File: config.mk
export PLATFORM = sky130hd
export DESIGN_NAME = infix_to_postfix_converter
export DESIGN_NICKNAME = d
export VERILOG_FILES = /design/src/sv/itp_pkg.sv /design/src/sv/itp_ctrl.sv /design/src/sv/itp_dp.sv /design/src/sv/infix_to_postfix_converter.sv
export SDC_FILE = /design/constraint.sdc
export NUM_CORES = 1
export LEC_CHECK = 0
export ABC_CLOCK_PERIOD_IN_PS = 6000
export BUFFER_PORTS_ARGS = -buffer_cell sky130_fd_sc_hd__buf_2
export CAP_MARGIN = 20
export CORE_MARGIN = 2
export CORE_UTILIZATION = 40
export DETAILED_ROUTE_END_ITERATION = 10
export HOLD_SLACK_MARGIN = 0.02
export MAX_ROUTING_LAYER = met4
export PLACE_DENSITY = 0.63
export SYNTH_ARGS = -nofsm -noshare
export SYNTH_HDL_FRONTEND = slang
export SYNTH_SLANG_ARGS = --single-unit
File: constraint.sdc
create_clock -name clk -period 6 [get_ports clk]
set_input_delay 0.3 -clock clk [delete_from_list [all_inputs] [get_ports clk]]
set_output_delay 0.3 -clock clk [all_outputs]
set_load 0.005 [all_outputs]
File: src/sv/itp_pkg.sv
// ----------------------------------------------------------------------------
// itp_pkg
// Shared types, character constants and operator tables for the
// infix-to-postfix converter.
// ----------------------------------------------------------------------------
package itp_pkg;

  // Characters with a meaning of their own
  localparam logic [7:0] CH_OPEN  = 8'h28;  // '('
  localparam logic [7:0] CH_CLOSE = 8'h29;  // ')'
  localparam logic [7:0] CH_ADD   = 8'h2B;  // '+'
  localparam logic [7:0] CH_SUB   = 8'h2D;  // '-'
  localparam logic [7:0] CH_MUL   = 8'h2A;  // '*'
  localparam logic [7:0] CH_DIV   = 8'h2F;  // '/'
  localparam logic [7:0] CH_MOD   = 8'h25;  // '%'
  localparam logic [7:0] CH_POW   = 8'h5E;  // '^'

  // Stacked operator codes
  typedef logic [2:0] op_code_t;
  localparam op_code_t OPC_OPEN = 3'd0;
  localparam op_code_t OPC_ADD  = 3'd1;
  localparam op_code_t OPC_SUB  = 3'd2;
  localparam op_code_t OPC_MUL  = 3'd3;
  localparam op_code_t OPC_DIV  = 3'd4;
  localparam op_code_t OPC_MOD  = 3'd5;
  localparam op_code_t OPC_POW  = 3'd6;
  localparam op_code_t OPC_NONE = 3'd7;

  // Character classes
  typedef logic [1:0] char_cls_t;
  localparam char_cls_t CLS_OPERAND = 2'd0;
  localparam char_cls_t CLS_OPEN    = 2'd1;
  localparam char_cls_t CLS_CLOSE   = 2'd2;
  localparam char_cls_t CLS_OP      = 2'd3;

  // Datapath operations
  typedef logic [2:0] dp_op_t;
  localparam dp_op_t DP_NOP       = 3'd0;
  localparam dp_op_t DP_PUSH      = 3'd1;
  localparam dp_op_t DP_POP_EMIT  = 3'd2;
  localparam dp_op_t DP_POP_DROP  = 3'd3;
  localparam dp_op_t DP_EMIT_CHAR = 3'd4;
  localparam dp_op_t DP_FINISH    = 3'd5;

  typedef struct packed {
    logic   load;
    dp_op_t op;
  } itp_cmd_t;

  typedef struct packed {
    char_cls_t cls;
    logic      cnt_zero;
    logic      top_open;
    logic      pop_ok;
    logic      last;
    logic      out_free;
  } itp_sts_t;

  function automatic op_code_t op_code(input logic [7:0] ch);
    op_code_t c;
    unique case (ch)
      CH_ADD:  c = OPC_ADD;
      CH_SUB:  c = OPC_SUB;
      CH_MUL:  c = OPC_MUL;
      CH_DIV:  c = OPC_DIV;
      CH_MOD:  c = OPC_MOD;
      CH_POW:  c = OPC_POW;
      CH_OPEN: c = OPC_OPEN;
      default: c = OPC_NONE;
    endcase
    return c;
  endfunction

  function automatic logic [7:0] code_char(input op_code_t c);
    logic [7:0] ch;
    unique case (c)
      OPC_OPEN: ch = CH_OPEN;
      OPC_ADD:  ch = CH_ADD;
      OPC_SUB:  ch = CH_SUB;
      OPC_MUL:  ch = CH_MUL;
      OPC_DIV:  ch = CH_DIV;
      OPC_MOD:  ch = CH_MOD;
      OPC_POW:  ch = CH_POW;
      default:  ch = 8'h00;
    endcase
    return ch;
  endfunction

  function automatic logic [2:0] code_prio(input op_code_t c);
    logic [2:0] p;
    unique case (c)
      OPC_ADD, OPC_SUB: p = 3'd1;
      OPC_MUL, OPC_DIV: p = 3'd2;
      OPC_MOD:          p = 3'd3;
      OPC_POW:          p = 3'd4;
      default:          p = 3'd0;
    endcase
    return p;
  endfunction

endpackage

File: src/sv/itp_ctrl.sv
// ----------------------------------------------------------------------------
// itp_ctrl
// Sequencer of the converter: walks one character through its pop, push
// and flush steps and issues one datapath operation per cycle when out_free.
// ----------------------------------------------------------------------------
module itp_ctrl (
  input  logic             clk,
  input  logic             rst_n,
  input  logic             in_valid,
  output logic             in_ready,
  input  itp_pkg::itp_sts_t sts,
  output itp_pkg::itp_cmd_t cmd
);

  localparam logic [1:0] S_IDLE  = 2'd0;
  localparam logic [1:0] S_MAIN  = 2'd1;
  localparam logic [1:0] S_FLUSH = 2'd2;
  localparam logic [1:0] S_END   = 2'd3;

  logic [1:0] state_r;
  logic [1:0] state_nxt;

  assign in_ready = (state_r == S_IDLE);

  // Pick the operation and the next step
  always_comb begin
    state_nxt = state_r;
    cmd.load  = 1'b0;
    cmd.op    = itp_pkg::DP_NOP;
    unique case (state_r)
      S_IDLE: begin
        if (in_valid) begin
          cmd.load  = 1'b1;
          state_nxt = S_MAIN;
        end
      end
      S_MAIN: begin
        if (sts.out_free) begin
          unique case (sts.cls)
            itp_pkg::CLS_OPERAND: begin
              cmd.op    = itp_pkg::DP_EMIT_CHAR;
              state_nxt = S_FLUSH;
            end
            itp_pkg::CLS_OPEN: begin
              cmd.op    = itp_pkg::DP_PUSH;
              state_nxt = S_FLUSH;
            end
            itp_pkg::CLS_CLOSE: begin
              priority if (!sts.cnt_zero && !sts.top_open) begin
                cmd.op = itp_pkg::DP_POP_EMIT;
              end else if (!sts.cnt_zero) begin
                cmd.op    = itp_pkg::DP_POP_DROP;
                state_nxt = S_FLUSH;
              end else begin
                state_nxt = S_FLUSH;
              end
            end
            default: begin
              if (!sts.cnt_zero && !sts.top_open && sts.pop_ok) begin
                cmd.op = itp_pkg::DP_POP_EMIT;
              end else begin
                cmd.op    = itp_pkg::DP_PUSH;
                state_nxt = S_FLUSH;
              end
            end
          endcase
        end
      end
      S_FLUSH: begin
        if (sts.out_free) begin
          if (sts.last && !sts.cnt_zero) begin
            cmd.op = itp_pkg::DP_POP_EMIT;
          end else begin
            state_nxt = S_END;
          end
        end
      end
      default: begin
        if (sts.out_free) begin
          cmd.op    = itp_pkg::DP_FINISH;
          state_nxt = S_IDLE;
        end
      end
    endcase
  end

  always_ff @(posedge clk) begin
    if (!rst_n) begin
      state_r <= S_IDLE;
    end else begin
      state_r <= state_nxt;
    end
  end

endmodule

File: src/sv/itp_dp.sv
// ----------------------------------------------------------------------------
// itp_dp
// Datapath of the converter: character latch, operator stack memory with a
// registered top entry, one-deep pending result and the output register.
// ----------------------------------------------------------------------------
module itp_dp #(
  parameter int STACK_DEPTH = 16
) (
  input  logic              clk,
  input  logic              rst_n,
  input  logic [7:0]        in_char,
  input  logic              in_last,
  input  itp_pkg::itp_cmd_t cmd,
  output itp_pkg::itp_sts_t sts,
  output logic              out_valid,
  input  logic              out_ready,
  output logic [7:0]        out_char,
  output logic              out_char_valid,
  output logic              out_last,
  output logic              out_overflow
);

  localparam int CW = $clog2(STACK_DEPTH + 1);
  localparam int AW = $clog2(STACK_DEPTH);

  // Item latch
  logic [7:0]           char_r;
  logic                 last_r;
  itp_pkg::op_code_t    code_r;
  itp_pkg::char_cls_t   cls_r;
  logic                 dropped_r;
  logic                 dropped_nxt;

  // Stack
  itp_pkg::op_code_t    mem [STACK_DEPTH];
  itp_pkg::op_code_t    top_r;
  logic [CW-1:0]        cnt_r;
  logic [CW-1:0]        cnt_nxt;
  logic [CW-1:0]        cnt_m2;
  logic                 full;
  logic                 mem_we;
  logic                 rd_en;

  // Pending result and output register
  logic                 pend_valid_r;
  logic                 pend_valid_nxt;
  logic [7:0]           pend_char_r;
  logic [7:0]           pend_char_nxt;
  logic                 out_valid_r;
  logic                 out_valid_nxt;
  logic [7:0]           out_char_r;
  logic [7:0]           out_char_nxt;
  logic                 out_cv_r;
  logic                 out_cv_nxt;
  logic                 out_last_r;
  logic                 out_last_nxt;
  logic                 out_ovf_r;
  logic                 out_ovf_nxt;
  logic                 produce;
  logic [7:0]           produce_char;
  logic                 out_free;

  assign full     = (cnt_r == CW'(STACK_DEPTH));
  assign cnt_m2   = cnt_r - CW'(2);
  assign out_free = !out_valid_r || out_ready;

  // Status toward the sequencer
  assign sts.cls      = cls_r;
  assign sts.cnt_zero = (cnt_r == '0);
  assign sts.top_open = (top_r == itp_pkg::OPC_OPEN);
  assign sts.pop_ok   = (itp_pkg::code_prio(code_r) <= itp_pkg::code_prio(top_r));
  assign sts.last     = last_r;
  assign sts.out_free = out_free;

  // Stack pointer, drop flag and memory enables
  always_comb begin
    cnt_nxt     = cnt_r;
    dropped_nxt = dropped_r;
    mem_we      = 1'b0;
    rd_en       = 1'b0;
    if (cmd.load) begin
      dropped_nxt = 1'b0;
    end
    unique case (cmd.op)
      itp_pkg::DP_PUSH: begin
        if (full) begin
          dropped_nxt = 1'b1;
        end else begin
          mem_we  = 1'b1;
          cnt_nxt = cnt_r + CW'(1);
        end
      end
      itp_pkg::DP_POP_EMIT, itp_pkg::DP_POP_DROP: begin
        cnt_nxt = cnt_r - CW'(1);
        rd_en   = (cnt_r > CW'(1));
      end
      default: begin
      end
    endcase
  end

  // Result sequencing: a new result pushes the pending one out
  always_comb begin
    produce      = 1'b0;
    produce_char = char_r;
    unique case (cmd.op)
      itp_pkg::DP_POP_EMIT: begin
        produce      = 1'b1;
        produce_char = itp_pkg::code_char(top_r);
      end
      itp_pkg::DP_EMIT_CHAR: begin
        produce = 1'b1;
      end
      default: begin
      end
    endcase
  end

  always_comb begin
    pend_valid_nxt = pend_valid_r;
    pend_char_nxt  = pend_char_r;
    out_valid_nxt  = out_valid_r && !out_ready;
    out_char_nxt   = out_char_r;
    out_cv_nxt     = out_cv_r;
    out_last_nxt   = out_last_r;
    out_ovf_nxt    = out_ovf_r;
    if (produce) begin
      pend_valid_nxt = 1'b1;
      pend_char_nxt  = produce_char;
      if (pend_valid_r) begin
        out_valid_nxt = 1'b1;
        out_char_nxt  = pend_char_r;
        out_cv_nxt    = 1'b1;
        out_last_nxt  = 1'b0;
        out_ovf_nxt   = dropped_r;
      end
    end else if (cmd.op == itp_pkg::DP_FINISH) begin
      pend_valid_nxt = 1'b0;
      if (pend_valid_r) begin
        out_valid_nxt = 1'b1;
        out_char_nxt  = pend_char_r;
        out_cv_nxt    = 1'b1;
        out_last_nxt  = last_r;
        out_ovf_nxt   = dropped_r;
      end else if (last_r || dropped_r) begin
        out_valid_nxt = 1'b1;
        out_char_nxt  = 8'h00;
        out_cv_nxt    = 1'b0;
        out_last_nxt  = last_r;
        out_ovf_nxt   = dropped_r;
      end
    end
  end

  // Stack memory with registered top read
  always_ff @(posedge clk) begin
    if (mem_we) begin
      mem[cnt_r[AW-1:0]] <= code_r;
    end
    if (mem_we) begin
      top_r <= code_r;
    end else if (rd_en) begin
      top_r <= mem[cnt_m2[AW-1:0]];
    end
  end

  // Latch the accepted character
  always_ff @(posedge clk) begin
    if (cmd.load) begin
      char_r <= in_char;
      last_r <= in_last;
      code_r <= itp_pkg::op_code(in_char);
      priority if (in_char == itp_pkg::CH_OPEN) begin
        cls_r <= itp_pkg::CLS_OPEN;
      end else if (in_char == itp_pkg::CH_CLOSE) begin
        cls_r <= itp_pkg::CLS_CLOSE;
      end else if (itp_pkg::op_code(in_char) == itp_pkg::OPC_NONE) begin
        cls_r <= itp_pkg::CLS_OPERAND;
      end else begin
        cls_r <= itp_pkg::CLS_OP;
      end
    end
  end

  // Control registers
  always_ff @(posedge clk) begin
    if (!rst_n) begin
      cnt_r        <= '0;
      dropped_r    <= 1'b0;
      pend_valid_r <= 1'b0;
      out_valid_r  <= 1'b0;
    end else begin
      cnt_r        <= cnt_nxt;
      dropped_r    <= dropped_nxt;
      pend_valid_r <= pend_valid_nxt;
      out_valid_r  <= out_valid_nxt;
    end
  end

  // Payload registers
  always_ff @(posedge clk) begin
    pend_char_r <= pend_char_nxt;
    out_char_r  <= out_char_nxt;
    out_cv_r    <= out_cv_nxt;
    out_last_r  <= out_last_nxt;
    out_ovf_r   <= out_ovf_nxt;
  end

  assign out_valid      = out_valid_r;
  assign out_char       = out_char_r;
  assign out_char_valid = out_cv_r;
  assign out_last       = out_last_r;
  assign out_overflow   = out_ovf_r;

endmodule

File: src/sv/infix_to_postfix_converter.sv
// ----------------------------------------------------------------------------
// infix_to_postfix_converter
// Shunting-yard converter from infix to postfix, one character per transfer.
// ----------------------------------------------------------------------------
// One character is taken at a time and the block works on it until its last
// result has entered the output register. The character is loaded, the
// operators it releases are popped one per cycle while the output register
// is free, then it is emitted or pushed, or a ')' drops its '(', and on the
// final character every operator left is flushed. Results leave through an
// output register, each item's results held back by one step so that the
// final one can carry out_last. A push onto a full stack is dropped and every
// result of that character shows out_overflow; an item that would give no
// result then gives a marker with out_char_valid low, as does a final
// character that releases nothing.
module infix_to_postfix_converter #(
  parameter int STACK_DEPTH = 16
) (
  input  logic       clk,
  input  logic       rst_n,
  input  logic       in_valid,
  output logic       in_ready,
  input  logic [7:0] in_char,
  input  logic       in_last,
  output logic       out_valid,
  input  logic       out_ready,
  output logic [7:0] out_char,
  output logic       out_char_valid,
  output logic       out_last,
  output logic       out_overflow
);

  itp_pkg::itp_cmd_t cmd;
  itp_pkg::itp_sts_t sts;

  itp_ctrl u_ctrl (
    .clk      (clk),
    .rst_n    (rst_n),
    .in_valid (in_valid),
    .in_ready (in_ready),
    .sts      (sts),
    .cmd      (cmd)
  );

  itp_dp #(
    .STACK_DEPTH (STACK_DEPTH)
  ) u_dp (
    .clk            (clk),
    .rst_n          (rst_n),
    .in_char        (in_char),
    .in_last        (in_last),
    .cmd            (cmd),
    .sts            (sts),
    .out_valid      (out_valid),
    .out_ready      (out_ready),
    .out_char       (out_char),
    .out_char_valid (out_char_valid),
    .out_last       (out_last),
    .out_overflow   (out_overflow)
  );

endmodule

### Word-level counts from Yosys, hierarchy flattened

Memories as Yosys holds them, arrays and structs flattened.
Cells that the tools add are included.
W data, S select, Z words.

| storage, ports and cells | value |
|---|---|
| bits in read-only memories | 0 |
| input bits | 13 |
| memory bits (writable) | 48 |
| latch bits | 0 |
| flip-flop bits (word level) | 46 |
| memories | 1 |
| logic and storage cells | 160 |

| operators by class | value |
|---|---|
| eq/ne operators | 39 |
| shift-type cells | 0 |
| add/sub/neg operators | 3 |
| multiplexer cells | 71 |
| multiply operators | 0 |
| reduce and logical (&&, ||, !) cells | 29 |
| div/mod/pow operators | 0 |
| magnitude comparators | 2 |
| bitwise gates (word level) | 0 |

Memory list:

| memory | depth | width | read ports | clocked after memory_dff | wr ports | line | text |
|---|---|---|---|---|---|---|---|
| u_dp.mem | 16 | 3 | 1 | 0 | 1 | itp_dp.sv:35 | `itp_pkg::op_code_t mem [STACK_DEPTH];` |

Operators by type and width:

| kind | count |
|---|---|
| $eq A8 B6 Y1 const B | 7 |
| $pmux W7 S7 | 1 |
| $mux W8 | 6 |
| $mux W1 | 33 |
| $eq A3 B3 Y1 const B | 9 |
| $mux W3 | 9 |
| $mux W2 | 12 |
| $pmux W3 S4 | 2 |
| $pmux W3 S7 | 1 |
| $eq A3 B2 Y1 const B | 6 |
| $pmux W3 S3 | 2 |
| $pmux W3 S6 | 1 |
| $reduce_or A2 Y1 | 7 |
| $pmux W5 S2 | 1 |
| $reduce_bool A2 Y1 | 5 |
| $eq A3 B1 Y1 const B | 3 |
| $eq A8 B7 Y1 const B | 1 |
| $reduce_and A7 Y1 | 1 |
| $ne A2 B1 Y1 const B | 3 |
| $ne A2 B2 Y1 const B | 3 |
| $pmux W2 S3 | 1 |
| $add A5 B1 Y5 const B | 1 |
| $eq A5 B5 Y1 const B | 1 |
| $gt A5 B1 Y1 const B | 1 |
| 17 further kinds | 27 |

### Depth between registers and ports, before layout

| logic depth | value |
|---|---|
| word-level depth | 14 |
| depth in mapped cells | 12 |
| depth with buffers taken out | 11 |

### Modules after synthesis

A second synthesis with hierarchy kept.

| second synthesis, totals | value |
|---|---|
| cells, all modules | 320 |
| area, all modules | 4404.2 sq um |

By module, submodules not included:

| module | area an instance (sq um) | cells an instance | sequential area each (sq um) | times used |
|---|---|---|---|---|
| itp_dp | 4134.0 | 286 | 2682.6 | 1 |
| itp_ctrl | 270.3 | 34 | 40.0 | 1 |

### Worst setup path after synthesis

No wires, ideal clock.

| path | value |
|---|---|
| path type | register to register |
| from | register u_dp.cnt_r[0] |
| to | register u_dp.out_char_r[0], in the netlist u_dp.out_char[0], enable pin |
| clock period less this slack | 3.400 ns |
| stages on the path, launching flop included | 11 |
| path buffers | 2 |
| slack | 2.600 ns |
| arrival | 3.016 ns |
| path through | dfxtp_1 clkbuf_1 buf_2 inv_1 ha_1 or4b_4 and2_4 mux2_4 o21ai_4 nand3_2 a21oi_1 |

| on the way | value |
|---|---|
| cells in the longest elaborated chain, start to end | 13 |
| elaborated cells on any way between the ends | 21 |
| classes of those cells | eq/ne (4); mux (9); reduce/logical (8) |

Ends and longest elaborated chain:

| what | line | text |
|---|---|---|
| start: declaration | itp_dp.sv:37 | `logic [CW-1:0] cnt_r;` |
| start signal: assignment | itp_dp.sv:193 | `cnt_r <= cnt_nxt;` |
| $logic_not A5 Y1 (*) | itp_dp.sv:69 | `assign sts.cnt_zero = (cnt_r == '0);` |
| $logic_not A1 Y1 | itp_ctrl.sv:49, itp_ctrl.sv:59, itp_ctrl.sv:71 |  |
| $logic_and A1 B1 Y1 | itp_ctrl.sv:49, itp_ctrl.sv:59 |  |
| $logic_and A1 B1 Y1 | itp_ctrl.sv:59 | `if (!sts.cnt_zero && !sts.top_open && sts.pop_ok) begin` |
| $mux W2 | itp_ctrl.sv:59 |  |
| $pmux W3 S3 | itp_ctrl.sv:39 | `unique case (sts.cls)` |
| $mux W3 | itp_ctrl.sv:38 | `if (sts.out_free) begin` |
| $pmux W3 S3 (*) | itp_ctrl.sv:30 | `unique case (state_r)` |
| $eq A3 B3 Y1 / $eq A3 B2 Y1 (equally long branches) | itp_dp.sv:106 | `unique case (cmd.op)` |
| $reduce_or A2 Y1 (no line) | -- |  |
| $mux W1 | itp_dp.sv:106 |  |
| $ne A2 B1 Y1 (no line) / $reduce_bool A2 Y1 (equally long branches) | -- |  |
| $reduce_and A3 Y1 (no line) (*) | -- |  |
| end signal: assignment | itp_dp.sv:203 | `out_char_r <= out_char_nxt;` |
| end: declaration | itp_dp.sv:51 | `logic [7:0] out_char_r;` |

Mark *: on every way between the ends. The rest lies on a longest branch, timed or not.
A chain may end at the register's enable or synchronous reset.

### Worst setup path after layout

| path | value |
|---|---|
| from | register u_dp.code_r[1] |
| to | memory u_dp.mem[6][1] (netlist name), enable pin |

| on the way | value |
|---|---|
| cells in the longest elaborated chain, start to end | 13 |
| elaborated cells on any way between the ends | 19 |
| classes of those cells | order compare (1); eq/ne (7); mux (8); reduce/logical (3) |

Ends and longest elaborated chain:

| what | line | text |
|---|---|---|
| start: declaration | itp_dp.sv:29 | `itp_pkg::op_code_t code_r;` |
| start signal: assignment | itp_dp.sv:172 | `code_r <= itp_pkg::op_code(in_char);` |
| $eq A3 B2 Y1 (tied with other cells) | itp_pkg.sv:91 | `unique case (c)` |
| $reduce_or A2 Y1 | itp_pkg.sv:91 |  |
| $pmux W3 S4 (*) | itp_pkg.sv:91 |  |
| $le A3 B3 Y1 (*) | itp_dp.sv:71 | `assign sts.pop_ok = (itp_pkg::code_prio(code_r) <= itp_pkg::code_prio(top_r));` |
| $logic_and A1 B1 Y1 (*) | itp_ctrl.sv:59 |  |
| $mux W2 (*) | itp_ctrl.sv:59 |  |
| $pmux W3 S3 (*) | itp_ctrl.sv:39 |  |
| $mux W3 (*) | itp_ctrl.sv:38 |  |
| $pmux W3 S3 (*) | itp_ctrl.sv:30 |  |
| $eq A3 B1 Y1 (*) | itp_dp.sv:84 | `unique case (cmd.op)` |
| $mux W1 (*) | itp_dp.sv:84 |  |
| $mux W1 (*) | itp_dp.sv:157 | `if (mem_we) begin` |
| $mux W1 (implied by the code) (*) | itp_dp.sv:158 | `mem[cnt_r[AW-1:0]] <= code_r;` |
| end: declaration | itp_dp.sv:35 |  |

Marks and branches as above.

==> results by group <==
Setup path
  • Crit path DAT: 3800 ps
  • Critical path type: reg2reg
  • Worst setup EP type: flop
  • CP Max Fanout: 20
  • Startpoint types: flop
  • Worst Path Required: 6030 ps

CTS
  • CTS tree: yes
  • Post-CTS setup buffers: 0
  • Longest Clk Path Bufs: 2
  • Inserted Clock Buffers: 9
  • Post_cts resized: 0
  • # clock sinks: 94
  • Clock transition at the registers of the reported paths: 100 ps
  • CTS Hold Bufs: 0
  • # H-tree levels: 3
  • Clock latency at the later pin of the worst-skew pair: 370 ps
  • Root buffer cell: clkbuf_8

Cells and area
  • # diodes: 0
  • Number of nets in the layout: 372
  • Final Util: 44.9%
  • Layout cells sized above 1: 23.3%
  • Fill count: 973
  • Area Overhead vs Synth: 9.77%

Timing
  • Clk_skew: 12.9 ps
  • Final Hold Violating Endpoints: 0
  • Worst Tran Pin Value: 813 ps
  • Setup TNS: 0 ps
  • Final WS setup: 2230 ps
  • Max Fclk: 265 MHz
  • Relative slew slack: 45.4%
  • RSZ-0062 raised after global routing: no
  • Slew Limit Fails: 0
  • Period utilisation layout: 62.8%
  • Endpoints failing setup: 0
  • Crit path time final: 3770 ps

Outcome
  • Outcome: finished clean

Power and ir drop
  • Switching Fraction: 32.3%
  • Max VDD drop: 0.172 mV
  • Leakage Power: 1.68 nW
  • Internal: 1.25 mW
  • Power share of the sequential group: 47.6%
  • Combinational share of power: 32.4%
  • Power Dens Cells: 381 mW/mm2
  • NetSw: 597 uW
  • Clock share of power: 20.0%

Yosys
  • Synth Cell Area: 0.00442 mm2
  • Async SR Flop Fraction: 0%
  • Syn Inst Count: 314
  • Post-synth EDFFs: 84
  • Seq/Total Area, Yosys: 61.6%
  • Synthesis Warnings: 0
  • Top FF cell, synth: edfxtp_1
  • Synth cell types: 55
  • Syn Area/Cell: 14.1 um2
  • FF+latch count, synth: 94
  • Syn Nets: 343

Detailed routing
  • Routed WL per cell: 16.0 um
  • Vias: 2,546
  • Total Wirelength: 7790 um
  • Drt first pass iters: 4
  • 1st-iter DRT viols: 138
  • DRT antenna net count: 0
  • DR DRC count: 0
  • Drt via density: 5.22

Floorplanning
  • FP Rows: 38
  • Die height: 109 um
  • Die Area: 0.0119 mm2
  • Core box area: 0.0108 mm2
  • Die Width: 109 um
  • Initial Util: 40.9%
  • Io pins: 26

Run
  • Max cap viols: 0

Worst hold path
  • Path category of the worst min-delay check: in2reg

Placed design
  • Hpwl dp: 5620 um
  • Routability cong.: 0.808
  • IO Port Bufs: 25
  • Post-Place Setup Slack: 2050 ps

GRT
  • Initial antenna violation count: 0
  • Vias in the first global route: 2,485
  • First-pass GRT wire length: 12,700 um
  • Total track usage: 14.9%
  • Largest net degree at the start of global routing: 22
  • GR Overflow Total: 0
-- worst max-delay path: stages, from the launching register on --
cell	delay, ps
edfxtp_1	770
inv_1	160
nor3_1	200
a21oi_1	70
ha_1	310
nand3_1	70
o31ai_1	90
o211ai_2	230
o21ai_2	120
nor4_4	740
nand2_1	320
nor2_1	340
-- layer usage --
metal	GRT usage (%)	wire length [um]	vias up
li1	-	-	1227
met1	20.4	3780	1249
met2	21.5	3580	56
met3	2.45	271	14
met4	7.23	161	0
met5	-	0	-
-- cell families after synthesis --
logic type,Yosys count,share of synthesized area (%)
DFF,94,61.6
AOI/OAI and AO/OA,40,6.15
adders and majority gates,16,4.53
buffers and inverters,23,2.49
xor gates and xnor gates,3,0.595
muxes,28,11.0
and+or+nand+nor,110,13.6
-- final timing paths --
path,from,end,slack (ps),cells after the start
worst max-delay path,u_dp.code_r[1]$_DFFE_PP_,u_dp.mem[6][1]$_DFFE_PP_,2230,11
worst min-delay path,in_last,u_dp.last_r$_DFFE_PP_,120,1
worst max register to register,u_dp.code_r[1]$_DFFE_PP_,u_dp.mem[6][1]$_DFFE_PP_,2230,11
worst min register to register,u_dp.dropped_r$_SDFF_PN0_,u_dp.out_overflow$_DFFE_PP_,490,0
-- power by group through the flow --
stage               clock network, mW  registers (mW)  logic [mW]
floorplan                           0           0.869       0.492
global placement                    0           0.893       0.596
detailed placement                  0           0.896       0.605
CTS                             0.379           0.882       0.607
global route                    0.404           0.891       0.669
finish                          0.369           0.879       0.598
-- cells in the mapped netlist, types with 4 or more instances --
| cell | n | area, um2 |
|---|---|---|
| edfxtp_1 | 84 | 2520 |
| nand2_1 | 27 | 101 |
| nor2_1 | 25 | 93.8 |
| ha_1 | 16 | 200 |
| mux4_2 | 15 | 338 |
| inv_1 | 14 | 52.6 |
| nor2b_1 | 14 | 87.6 |
| o21ai_0 | 14 | 70.1 |
| dfxtp_1 | 10 | 200 |
| nor3_1 | 7 | 35.0 |
| a21oi_1 | 6 | 30.0 |
| nand2b_1 | 6 | 37.5 |
| mux2i_1 | 5 | 50.1 |
| nand3_1 | 5 | 25.0 |
| clkbuf_1 | 4 | 15.0 |
| mux2_2 | 4 | 45.0 |
| nor3_2 | 4 | 40.0 |
| o21a_1 | 4 | 30.0 |
-- flip-flops by register name, summed over array words and instances, names as in the netlist --
name                 flops
u_ctrl.state_r           2
u_dp.char_r              8
u_dp.cls_r               2
u_dp.cnt_r               5
u_dp.code_r              3
u_dp.dropped_r           1
u_dp.last_r              1
u_dp.mem                48
u_dp.out_char            8
u_dp.out_char_valid      1
u_dp.out_last            1
u_dp.out_overflow        1
u_dp.out_valid           1
u_dp.pend_char_r         8
u_dp.pend_valid_r        1
u_dp.top_r               3
-- layout make-up --
cell class / count / area, um2 / share of cell area (%)
Multi-Input combinational cell: 197 / 1590 / 32.7
Inverter: 14 / 52.6 / 1.08
Tap cell: 140 / 175 / 3.61
Sequential cell: 94 / 2720 / 56.1
Clock inverter: 6 / 46.3 / 0.955
Clock buffer: 10 / 128 / 2.63
Timing Repair Buffer: 27 / 140 / 2.89
-- placed cells by master, fill, tap and decap left out, types with 2 or more instances in the layout --
master | Yosys | routed
edfxtp_1 | 84 | 84
nand2_1 | 27 | 27
nor2_1 | 25 | 25
buf_2 | 1 | 25
ha_1 | 16 | 16
mux4_2 | 15 | 15
nor2b_1 | 14 | 14
o21ai_0 | 14 | 14
inv_1 | 14 | 14
dfxtp_1 | 10 | 10
clkbuf_8 | 0 | 9
nor3_1 | 7 | 7
a21oi_1 | 6 | 6
nand2b_1 | 6 | 6
nand3_1 | 5 | 5
mux2i_1 | 5 | 5
o21a_1 | 4 | 4
mux2_2 | 4 | 4
nor3_2 | 4 | 4
or3_1 | 3 | 3
and2_1 | 3 | 3
nor3b_1 | 2 | 2
mux2_4 | 2 | 2
and2_2 | 2 | 2
xnor2_1 | 2 | 2
and3_1 | 2 | 2
mux2_1 | 2 | 2
a32oi_1 | 2 | 2
clkinv_4 | 0 | 2
clkinvlp_4 | 0 | 2
buf_4 | 0 | 2
-- stage by stage --
step / instance area [um2] / total power [mW] / cells / hold WS, ps
6_report: 4850 / 1.85 / 488 / 118
5_1_grt: 4850 / 1.96 / 488 / 112
4_1_cts: 4840 / 1.87 / 487 / 104
3_5_place_dp: 4670 / 1.50 / 471 / 475
3_3_place_gp: 4670 / 1.49 / 471 / 468
2_1_floorplan: 4420 / 1.36 / 314 / 399
(Power assumes the default switching activity.)
